`src/rtl/wtv_pkg.sv`:
```
// Shared types, register codes and widths for the world-to-view transform.
package wtv_pkg;

   localparam int PT_W       = 32;
   localparam int DIFF_W     = PT_W + 1;
   localparam int COEF_W     = 17;
   localparam int PROD_W     = DIFF_W + COEF_W;
   localparam int ROW_W      = PROD_W + 2;
   localparam int VEC_W      = 48;
   localparam int CSR_ADDR_W = 6;
   localparam int CSR_DATA_W = 64;

   localparam logic [2:0] REG_EYE_X  = 3'd0;
   localparam logic [2:0] REG_EYE_Y  = 3'd1;
   localparam logic [2:0] REG_EYE_Z  = 3'd2;
   localparam logic [2:0] REG_UP     = 3'd3;
   localparam logic [2:0] REG_NORMAL = 3'd4;

   localparam logic [VEC_W-1:0] UP_RESET     = 48'h0000_4000_0000;
   localparam logic [VEC_W-1:0] NORMAL_RESET = 48'h4000_0000_0000;

   typedef struct packed {
      logic signed [COEF_W-1:0] x;
      logic signed [COEF_W-1:0] y;
      logic signed [COEF_W-1:0] z;
   } coef_vec_type;

   typedef struct packed {
      coef_vec_type u;
      coef_vec_type v;
      coef_vec_type n;
      logic         degenerate;
      logic         busy;
   } basis_type;

   typedef enum logic [2:0] {
      ST_START,
      ST_SUM,
      ST_ROOT,
      ST_LOAD,
      ST_DIV,
      ST_CROSS,
      ST_IDLE
   } seq_state_type;

endpackage

```
`src/rtl/wtv_basis.sv`:
```
// Sequencer that builds the u, v, n rotation rows from the up and normal registers.
module wtv_basis (
   input  logic                         clock,
   input  logic                         reset,
   input  logic                         kick,
   input  logic [wtv_pkg::VEC_W-1:0]    up_vector,
   input  logic [wtv_pkg::VEC_W-1:0]    view_normal,
   output wtv_pkg::basis_type           basis
);

   function automatic logic [1:0] nx1(input logic [1:0] c);
      nx1 = (c == 2'd2) ? 2'd0 : c + 2'd1;
   endfunction

   function automatic logic [1:0] nx2(input logic [1:0] c);
      nx2 = (c == 2'd0) ? 2'd2 : c - 2'd1;
   endfunction

   logic signed [15:0] nr [3];
   logic signed [15:0] up [3];

   wtv_pkg::seq_state_type state_ff, state_in;
   logic        ph_ff, ph_in;
   logic [5:0]  cnt_ff, cnt_in;
   logic [1:0]  comp_ff, comp_in;
   logic signed [65:0] acc_ff, acc_in, prod_ff, prod_in, sum_c;
   logic [63:0] rt_s_ff, rt_s_in, rt_res_ff, rt_res_in, rt_bit_ff, rt_bit_in;
   logic [31:0] root_ff, root_in;
   logic [31:0] dv_rem_ff, dv_rem_in;
   logic [47:0] dv_num_ff, dv_num_in, dv_q_ff, dv_q_in;
   logic        dv_neg_ff, dv_neg_in;
   logic signed [16:0] n_ff [3], n_in [3], u_ff [3], u_in [3], v_ff [3], v_in [3];
   logic signed [31:0] t_ff [3], t_in [3];
   logic        degen_ff, degen_in;

   logic [1:0]  i1, i2, isq;
   logic signed [32:0] opa, opb, src;
   logic        neg_term, neg_prod;
   logic [31:0] mag_a, mag_b, src_mag;
   logic [63:0] prod_mag;
   logic [63:0] cand, res_nx, s_nx;
   logic        rt_ge;
   logic [32:0] rem_sh;
   logic        dv_ge;
   logic [31:0] rem_nx;
   logic [47:0] q_nx;
   logic [16:0] q_mag;
   logic [31:0] tv_mag;
   logic [31:0] tv_rnd;

   assign nr[0] = view_normal[15:0];
   assign nr[1] = view_normal[31:16];
   assign nr[2] = view_normal[47:32];
   assign up[0] = up_vector[15:0];
   assign up[1] = up_vector[31:16];
   assign up[2] = up_vector[47:32];

   // shared multiplier operand select
   always_comb begin
      i1       = nx1(comp_ff);
      i2       = nx2(comp_ff);
      isq      = cnt_ff[2:1];
      opa      = '0;
      opb      = '0;
      neg_term = 1'b0;
      if (state_ff == wtv_pkg::ST_SUM) begin
         opa = ph_ff ? 33'(t_ff[isq]) : 33'(nr[isq]);
         opb = opa;
      end else if (!ph_ff) begin
         opa      = cnt_ff[1] ? 33'(up[i2]) : 33'(up[i1]);
         opb      = cnt_ff[1] ? 33'(n_ff[i1]) : 33'(n_ff[i2]);
         neg_term = cnt_ff[1];
      end else begin
         opa      = cnt_ff[1] ? 33'(n_ff[i2]) : 33'(n_ff[i1]);
         opb      = cnt_ff[1] ? 33'(u_ff[i1]) : 33'(u_ff[i2]);
         neg_term = cnt_ff[1];
      end
      mag_a    = opa[32] ? 32'(-opa) : opa[31:0];
      mag_b    = opb[32] ? 32'(-opb) : opb[31:0];
      prod_mag = mag_a * mag_b;
      neg_prod = opa[32] ^ opb[32] ^ neg_term;
      prod_in  = neg_prod ? -$signed({2'b00, prod_mag}) : $signed({2'b00, prod_mag});
      sum_c    = acc_ff + prod_ff;
   end

   // one root digit and one quotient bit per cycle
   always_comb begin
      cand   = rt_res_ff + rt_bit_ff;
      rt_ge  = rt_s_ff >= cand;
      res_nx = rt_ge ? (rt_res_ff >> 1) + rt_bit_ff : rt_res_ff >> 1;
      s_nx   = rt_ge ? rt_s_ff - cand : rt_s_ff;
      rem_sh = {dv_rem_ff, dv_num_ff[47]};
      dv_ge  = rem_sh >= {1'b0, root_ff};
      rem_nx = dv_ge ? 32'(rem_sh - {1'b0, root_ff}) : rem_sh[31:0];
      q_nx   = {dv_q_ff[46:0], dv_ge};
      q_mag  = q_nx[16:0];
      src     = ph_ff ? 33'(t_ff[comp_ff]) : 33'(nr[comp_ff]);
      src_mag = src[32] ? 32'(-src) : src[31:0];
      tv_mag  = sum_c[65] ? 32'(-sum_c) : sum_c[31:0];
      tv_rnd  = (tv_mag + 32'd8192) >> 14;
   end

   always_comb begin
      state_in  = state_ff;
      ph_in     = ph_ff;
      cnt_in    = cnt_ff + 6'd1;
      comp_in   = comp_ff;
      acc_in    = acc_ff;
      rt_s_in   = s_nx;
      rt_res_in = res_nx;
      rt_bit_in = rt_bit_ff >> 2;
      root_in   = root_ff;
      dv_rem_in = rem_nx;
      dv_num_in = dv_num_ff << 1;
      dv_q_in   = q_nx;
      dv_neg_in = dv_neg_ff;
      degen_in  = degen_ff;
      n_in      = n_ff;
      u_in      = u_ff;
      v_in      = v_ff;
      t_in      = t_ff;
      unique case (state_ff)
         wtv_pkg::ST_START: begin
            degen_in = 1'b0;
            ph_in    = 1'b0;
            cnt_in   = '0;
            comp_in  = '0;
            state_in = wtv_pkg::ST_SUM;
         end
         wtv_pkg::ST_SUM: begin
            if (cnt_ff == 6'd0) acc_in = '0;
            else if (cnt_ff[0]) acc_in = sum_c;
            if (cnt_ff == 6'd5) begin
               cnt_in    = '0;
               comp_in   = '0;
               rt_res_in = '0;
               rt_bit_in = 64'd1 << 62;
               if (sum_c == '0) begin
                  degen_in = 1'b1;
                  state_in = wtv_pkg::ST_CROSS;
                  if (ph_ff) u_in = '{default: '0};
                  else n_in = '{default: '0};
               end else begin
                  state_in = wtv_pkg::ST_ROOT;
                  rt_s_in  = ph_ff ? sum_c[63:0] : sum_c[63:0] << 28;
               end
            end
         end
         wtv_pkg::ST_ROOT: begin
            if (cnt_ff == 6'd31) begin
               root_in  = res_nx[31:0];
               comp_in  = '0;
               state_in = wtv_pkg::ST_LOAD;
            end
         end
         wtv_pkg::ST_LOAD: begin
            dv_num_in = (ph_ff ? ({16'b0, src_mag} << 14) : ({16'b0, src_mag} << 28))
                        + {17'b0, root_ff[31:1]};
            dv_rem_in = '0;
            dv_q_in   = '0;
            dv_neg_in = src[32];
            cnt_in    = '0;
            state_in  = wtv_pkg::ST_DIV;
         end
         wtv_pkg::ST_DIV: begin
            if (cnt_ff == 6'd47) begin
               if (ph_ff) u_in[comp_ff] = dv_neg_ff ? -$signed(q_mag) : $signed(q_mag);
               else n_in[comp_ff] = dv_neg_ff ? -$signed(q_mag) : $signed(q_mag);
               cnt_in = '0;
               if (comp_ff == 2'd2) begin
                  comp_in  = '0;
                  state_in = wtv_pkg::ST_CROSS;
               end else begin
                  comp_in  = comp_ff + 2'd1;
                  state_in = wtv_pkg::ST_LOAD;
               end
            end
         end
         wtv_pkg::ST_CROSS: begin
            if (cnt_ff == 6'd0) acc_in = '0;
            else if (cnt_ff[0]) acc_in = sum_c;
            if (cnt_ff == 6'd3) begin
               if (ph_ff) v_in[comp_ff] = sum_c[65] ? -$signed(tv_rnd[16:0])
                                                   : $signed(tv_rnd[16:0]);
               else t_in[comp_ff] = sum_c[31:0];
               cnt_in = '0;
               if (comp_ff == 2'd2) begin
                  comp_in  = '0;
                  ph_in    = 1'b1;
                  state_in = ph_ff ? wtv_pkg::ST_IDLE : wtv_pkg::ST_SUM;
               end else begin
                  comp_in = comp_ff + 2'd1;
               end
            end
         end
         wtv_pkg::ST_IDLE: begin
            cnt_in = '0;
         end
         default: state_in = wtv_pkg::ST_START;
      endcase
      if (kick) state_in = wtv_pkg::ST_START;
   end

   always_ff @(posedge clock) begin
      if (reset) begin
         state_ff <= wtv_pkg::ST_START;
         ph_ff    <= 1'b0;
         cnt_ff   <= '0;
         comp_ff  <= '0;
      end else begin
         state_ff <= state_in;
         ph_ff    <= ph_in;
         cnt_ff   <= cnt_in;
         comp_ff  <= comp_in;
      end
   end

   always_ff @(posedge clock) begin
      acc_ff    <= acc_in;
      prod_ff   <= prod_in;
      rt_s_ff   <= rt_s_in;
      rt_res_ff <= rt_res_in;
      rt_bit_ff <= rt_bit_in;
      root_ff   <= root_in;
      dv_rem_ff <= dv_rem_in;
      dv_num_ff <= dv_num_in;
      dv_q_ff   <= dv_q_in;
      dv_neg_ff <= dv_neg_in;
      degen_ff  <= degen_in;
      n_ff      <= n_in;
      u_ff      <= u_in;
      v_ff      <= v_in;
      t_ff      <= t_in;
   end

   assign basis.u          = '{x: u_ff[0], y: u_ff[1], z: u_ff[2]};
   assign basis.v          = '{x: v_ff[0], y: v_ff[1], z: v_ff[2]};
   assign basis.n          = '{x: n_ff[0], y: n_ff[1], z: n_ff[2]};
   assign basis.degenerate = degen_ff;
   assign basis.busy       = (state_ff != wtv_pkg::ST_IDLE);

endmodule

```
`config.mk`:
```
export PLATFORM = sky130hd
export DESIGN_NAME = wtv_basis
export DESIGN_NICKNAME = d
export VERILOG_FILES = /design/src/rtl/wtv_pkg.sv /design/src/rtl/wtv_basis.sv
export SDC_FILE = /design/constraint.sdc
export NUM_CORES = 2
export LEC_CHECK = 0
export ABC_AREA = 0
export BUFFER_PORTS_ARGS = -buffer_cell sky130_fd_sc_hd__buf_4
export CORE_UTILIZATION = 34
export DETAILED_ROUTE_END_ITERATION = 8
export MAX_ROUTING_LAYER = met4
export PLACE_DENSITY = 0.49
export SYNTH_ARGS = -nofsm -noshare
export SYNTH_HDL_FRONTEND = slang
export SYNTH_SLANG_ARGS = --single-unit
```
`constraint.sdc`:
```
create_clock -name clock -period 27.1 [get_ports clock]
set_input_delay 5.42 -clock clock [delete_from_list [all_inputs] [get_ports clock]]
set_output_delay 5.42 -clock clock [all_outputs]
set_load 0.01 [all_outputs]
```
# Word-level counts from Yosys, hierarchy flattened
# Cells that the tools add are included.
dict set report op_classes {
  addsub 17
  multipliers 1
  n_lt_le_gt_ge 7
  n_eq_ne 22
  muxes 108
  n_bitwise 8
  reduce_logical 23
}
# operator count
set op_table {}
lappend op_table {{two-way mux 64 bit} 9}
lappend op_table {{two-way mux 51 bit} 10}
lappend op_table {{two-way mux 33 bit} 10}
lappend op_table {{two-way mux 32 bit} 9}
lappend op_table {{one-hot mux 51 bit (2 select lines)} 2}
lappend op_table {{two-way mux 17 bit} 11}
lappend op_table {{bitwise mux 51 bit} 3}
lappend op_table {{binary-select mux 17 bit (select 2 bit)} 4}
lappend op_table {{binary-select mux 16 bit (select 2 bit)} 4}
lappend op_table {{binary-select mux 32 bit (select 2 bit)} 2}
lappend op_table {{two-way mux 16 bit} 8}
lappend op_table {{bitwise mux 96 bit} 1}
lappend op_table {{two-way mux 48 bit} 2}
lappend op_table {{negator 32 bit} 3}
lappend op_table {{adder 66 bit} 1}
lappend op_table {{zero test 66 bit} 1}
lappend op_table {{two-way mux 66 bit} 1}
lappend op_table {{negator 64 -> 66 bit} 1}
lappend op_table {{adder 63 x 63 -> 64 bit} 1}
lappend op_table {{adder 64 x 63 -> 64 bit} 1}
lappend op_table {{demux 32 bit (select 2 bit)} 1}
lappend op_table {{greater-or-equal comparator 64 bit} 1}
lappend op_table {{multiplier 32 x 32 -> 64 bit} 1}
lappend op_table {{subtractor 64 bit} 1}
lappend op_table {{49 further kinds} 98}
dict set report word_totals {
  ff_bits 714
  in_bits 99
  output_inout_bits 155
}

# Depth between registers and ports, before layout
dict set report logic_depth {
  ltp_word 14
  ltp_mapped 57
  ltp_nobuf 49
}

# Least setup slack after synthesis
# No wires, ideal clock.
dict set report synth_path {
  path_kind {input port to flip-flop}
  start {input view_normal[0] in the netlist's numbering}
  end {register prod_ff[63]}
  setup_time_ps 125
  arrival_ps 16130
  required_ps 26975
  slack_ps 10845
  cell_stages 42
  path_cell_list {mux4_2 > a21oi_1 > nand2_1 > clkinv_1 > ha_1 > nand3_1 > nor3_1 > and2_1 > a21oi_1 > a21oi_1 > nor2b_1 > mux2i_1 > clkbuf_1 > nand2_1 > fa_1 > inv_1 > fa_1 > fa_1 > [... 6 more ...] > inv_1 > ha_1 > clkbuf_1 > nand2_1 > o21ai_1 > a21o_1 > a21oi_1 > o21ai_1 > a21oi_1 > o21ai_0 > a31oi_1 > xnor2_1 > or2_1 > or4_4 > or4_4 > nor4b_4 > a31oi_1 > xor2_1}
}
dict set report synth_via {
  elab_chain_cells 10
}
# element line
set synth_lines {}
lappend synth_lines {{from (decl)} wtv_basis.sv:7} ;# input logic [wtv_pkg::VEC_W-1:0] view_normal,
lappend synth_lines {{binary-select mux 16 bit (select 2 bit) (*)} wtv_basis.sv:67} ;# opa = ph_ff ? 33'(t_ff[isq]) : 33'(nr[isq]);
lappend synth_lines {{two-way mux 16 bit (implied by the code) (*) (2 in a row)} wtv_basis.sv:67}
lappend synth_lines {{two-way mux 33 bit (*)} wtv_basis.sv:67}
lappend synth_lines {{two-way mux 33 bit} wtv_basis.sv:66} ;# if (state_ff == wtv_pkg::ST_SUM) begin
lappend synth_lines {{negator 32 bit (on tied branches)} {wtv_basis.sv:78, wtv_basis.sv:79}}
lappend synth_lines {{two-way mux 32 bit (on tied branches)} {wtv_basis.sv:78, wtv_basis.sv:79}}
lappend synth_lines {{multiplier 32 x 32 -> 64 bit (*)} wtv_basis.sv:80} ;# prod_mag = mag_a * mag_b;
lappend synth_lines {{negator 64 -> 66 bit} wtv_basis.sv:82} ;# prod_in = neg_prod ? -$signed({2'b00, prod_mag}) : $signed({2'b00, prod_mag});
lappend synth_lines {{two-way mux 64 bit (*)} wtv_basis.sv:82}
lappend synth_lines {{named net prod_in[63]} wtv_basis.sv:26} ;# logic signed [65:0] acc_ff, acc_in, prod_ff, prod_in, sum_c;
lappend synth_lines {{to (signal assigned)} wtv_basis.sv:220} ;# prod_ff <= prod_in;
lappend synth_lines {{to (decl)} wtv_basis.sv:26}
# Mark *: on every way through the listed nets, which the timed path passes. The rest lies on a longest branch. The select of a mux whose other input is x is not followed.
# A chain may end at the register's enable or synchronous reset.

# Worst setup path in the final report
# Same ends and word-level chain as after synthesis.

==> reports/metrics.csv <==
stage;metric;value;unit
cells_and_area;stdcell_area;90300;sq um
yosys;ys_top_cells_by_area;fa_1 22%, edfxtp_1 13%, dfxtp_1 8.2%, ha_1 8.0%, inv_1 5.2%;
yosys;syn-cell-area;81400;sq um
yosys;synth_largest_area_cell;fa_1;
cts;cts.sinks;683;
worst_setup_path;cpMaxStageDelayCell;a21oi_4;
yosys;synthFlopType;edfxtp_1;
timing;setup_viol;0;
routing;routed_via_density;5.42;
status;violations;design-rule violations, max-capacitance violations;
routing;drt_pass1_iterations;8;
floorplanning;start_util;0.342;
cts;cts_resized;0;
floorplanning;design.core.area;238000;sq um
timing;hold_viol_final;0;
worst_setup_path;critPathMaxFanout;23;
global_routing;grt_antenna_before_repair;14;
timing;rsz0062_at_grt;no;
cells_and_area;drive_gt1_frac;0.0890;
job;max-cap-violations;1;
routing;drc;128;
yosys;synth.distinct_cells;119;
status;status;complete, but fails checks;
yosys;async_flop_share;0;
global_routing;grt_pass1_wl;453;mm
cts;cts-root-buf;clkbuf_16;
cts;insertion_delay;0.73;ns
yosys;ys_warn_count;0;
floorplanning;rows;179;
cells_and_area;final_common_cell;inv_1;
worst_setup_path;cp.required;27.69;ns
hold_path;holdCritPathClass;reg2reg;
cts;cts_tree;done;
yosys;yosysSeqAreaShare;0.211;
placed_design;gp_congestion;0.941;
placed_design;post-dp-hpwl;232;mm
global_routing;track_usage;0.256;
cts;cts_setup_buffers;0;
placed_design;io_buffers;253;
cells_and_area;final_cell_mix;1135 x inv_1, 1072 x nand2_1, 956 x nor2_1;
yosys;synth-edff-count;349;
cells_and_area;fill_cells;24200;
timing;fmax;0.0512;GHz
worst_setup_path;critPathKind;in2reg;
worst_setup_path;start_kind;input port;
floorplanning;dieArea;241000;sq um
cts;hold_buffers;0;
yosys;ys_ff_latch;683;
floorplanning;ios;254;
routing;drt_wl_total;301;mm
routing;drtIter0Drc;5982;
timing;fin_tns_setup;0;ns
timing;fin_crit;19.55;ns
yosys;yosys.area.top_type_share;0.221;
worst_setup_path;critPathArrivalTime;20.14;ns
worst_setup_path;crit_path_frequent_cell;fa_1;
global_routing;grt_pass1_vias;68800;
timing;finClkSkew;0.0400;ns
cells_and_area;layout.nets;10900;
floorplanning;die_w;491;um
timing;drv_slew;0;
cts;cts_buffers;82;
timing;slew_headroom;0.0107;
timing;hold_ws;0.407;ns
worst_setup_path;cp_top_family;adder cells;
placed_design;placed_area;87400;sq um
yosys;netlist_instances;9334;
routing;detail-route-antenna-nets;0;
cts;cts_htree_levels;3;
timing;layout_worst_path_cycle_share;0.721;
global_routing;gr-total-overflow;0;
cts;clk_pin_slew;0.06;ns
yosys;synth_area_per_cell;8.72;sq um
floorplanning;die_h;491;um
worst_setup_path;worstSetupEndpointType;register;
cts;cts_buffer_depth;3;
cells_and_area;area_delta_synth_final;11.0;%
routing;vias;68600;
routing;wl_per_cell;23.8;um
timing;tightest_slew;1.47;ns
worst_setup_path;worst-path-buf-inv;6;
worst_setup_path;max_stage_delay;0.98;ns
global_routing;grt_max_degree;84;
-- worst min-delay path, cell delays in order (launching register included) --
cell	delay, ns
dfxtp_1	0.30
nand2_1	0.04
o21ai_0	0.05
-- final timing paths --
path | startpoint | endpoint | slack, ns | cells after the start
worst max-delay path | view_normal[0] | prod_ff[63] | 7.55 | 41
worst min-delay path | dv_num_ff[16] | dv_num_ff[17] | 0.41 | 2
worst max register to register | comp_ff[0] | prod_ff[63] | 10.79 | 46
worst min register to register | dv_num_ff[16] | dv_num_ff[17] | 0.41 | 2
-- metrics by stage --
step,util,worst slack (ns),cells
after floorplan,-,10.85,9362
after global placement,0.367,7.15,12500
after detailed placement,0.367,7.09,12500
after CTS,0.379,7.82,12600
after global routing,0.379,6.92,12600
final,0.379,7.55,12700
-- sequential cells by signal, indices dropped and copies added, names as in the netlist, 48 cells and up --
| register | cells |
|---|---|
| acc_ff | 66 |
| rt_s_ff | 64 |
| basis | 153 |
| prod_ff | 66 |
| t_ff | 96 |
| dv_num_ff | 48 |
| rt_res_ff | 64 |
-- area by class of cell --
cell class / instances / area (sq um) / share of cell area
antenna: 4 / 10.0 / 0.000111
inverter: 1151 / 4320 / 0.0478
clock inverter: 49 / 568 / 0.00629
clock buffer: 104 / 2320 / 0.0257
timing repair buffer: 417 / 3130 / 0.0346
tap: 3167 / 3960 / 0.0439
multi-input combinational: 7075 / 58900 / 0.651
sequential: 683 / 17200 / 0.190
-- routing by layer --
metal,global-route usage,part of all wire
met5,-,0
met4,0.0638,0.028
met3,0.0307,0.063
met2,0.390,0.45
met1,0.358,0.46
-- synth_stat cells, types with 38 or more instances --
master and count:
a21oi_1 507, mux2_2 58, dfxtp_1 334, o21a_1 123, edfxtp_1 349, nand4_1 68, nor3_1 100, and2_1 186
inv_1 1135, nand3_1 105, a21o_1 162, nor2b_1 68, and3_1 58, o21bai_1 61, nand2b_1 65, xnor2_1 306
ha_1 522, nand2_1 1075, mux2i_1 211, nor4_1 41, o31ai_1 38, nor2_1 958, clkbuf_1 343, xor2_1 246
a31oi_1 107, or3_1 51, fa_1 900, a211oi_1 66, o21ai_0 420, buf_2 68
-- cells by family after synthesis --
family / after synthesis / share of synthesized area
compound gates: 1855 / 0.147
xor+xnor: 558 / 0.0608
fa+ha+maj: 1422 / 0.301
buf+inv: 1604 / 0.0758
flops: 683 / 0.211
mux: 303 / 0.0429
other cells: 2 / 0.0000922
simple gates: 2907 / 0.161
Power is not shown: default switching activity piles up to over one toggle a cycle in this logic, so the estimate is an artifact.
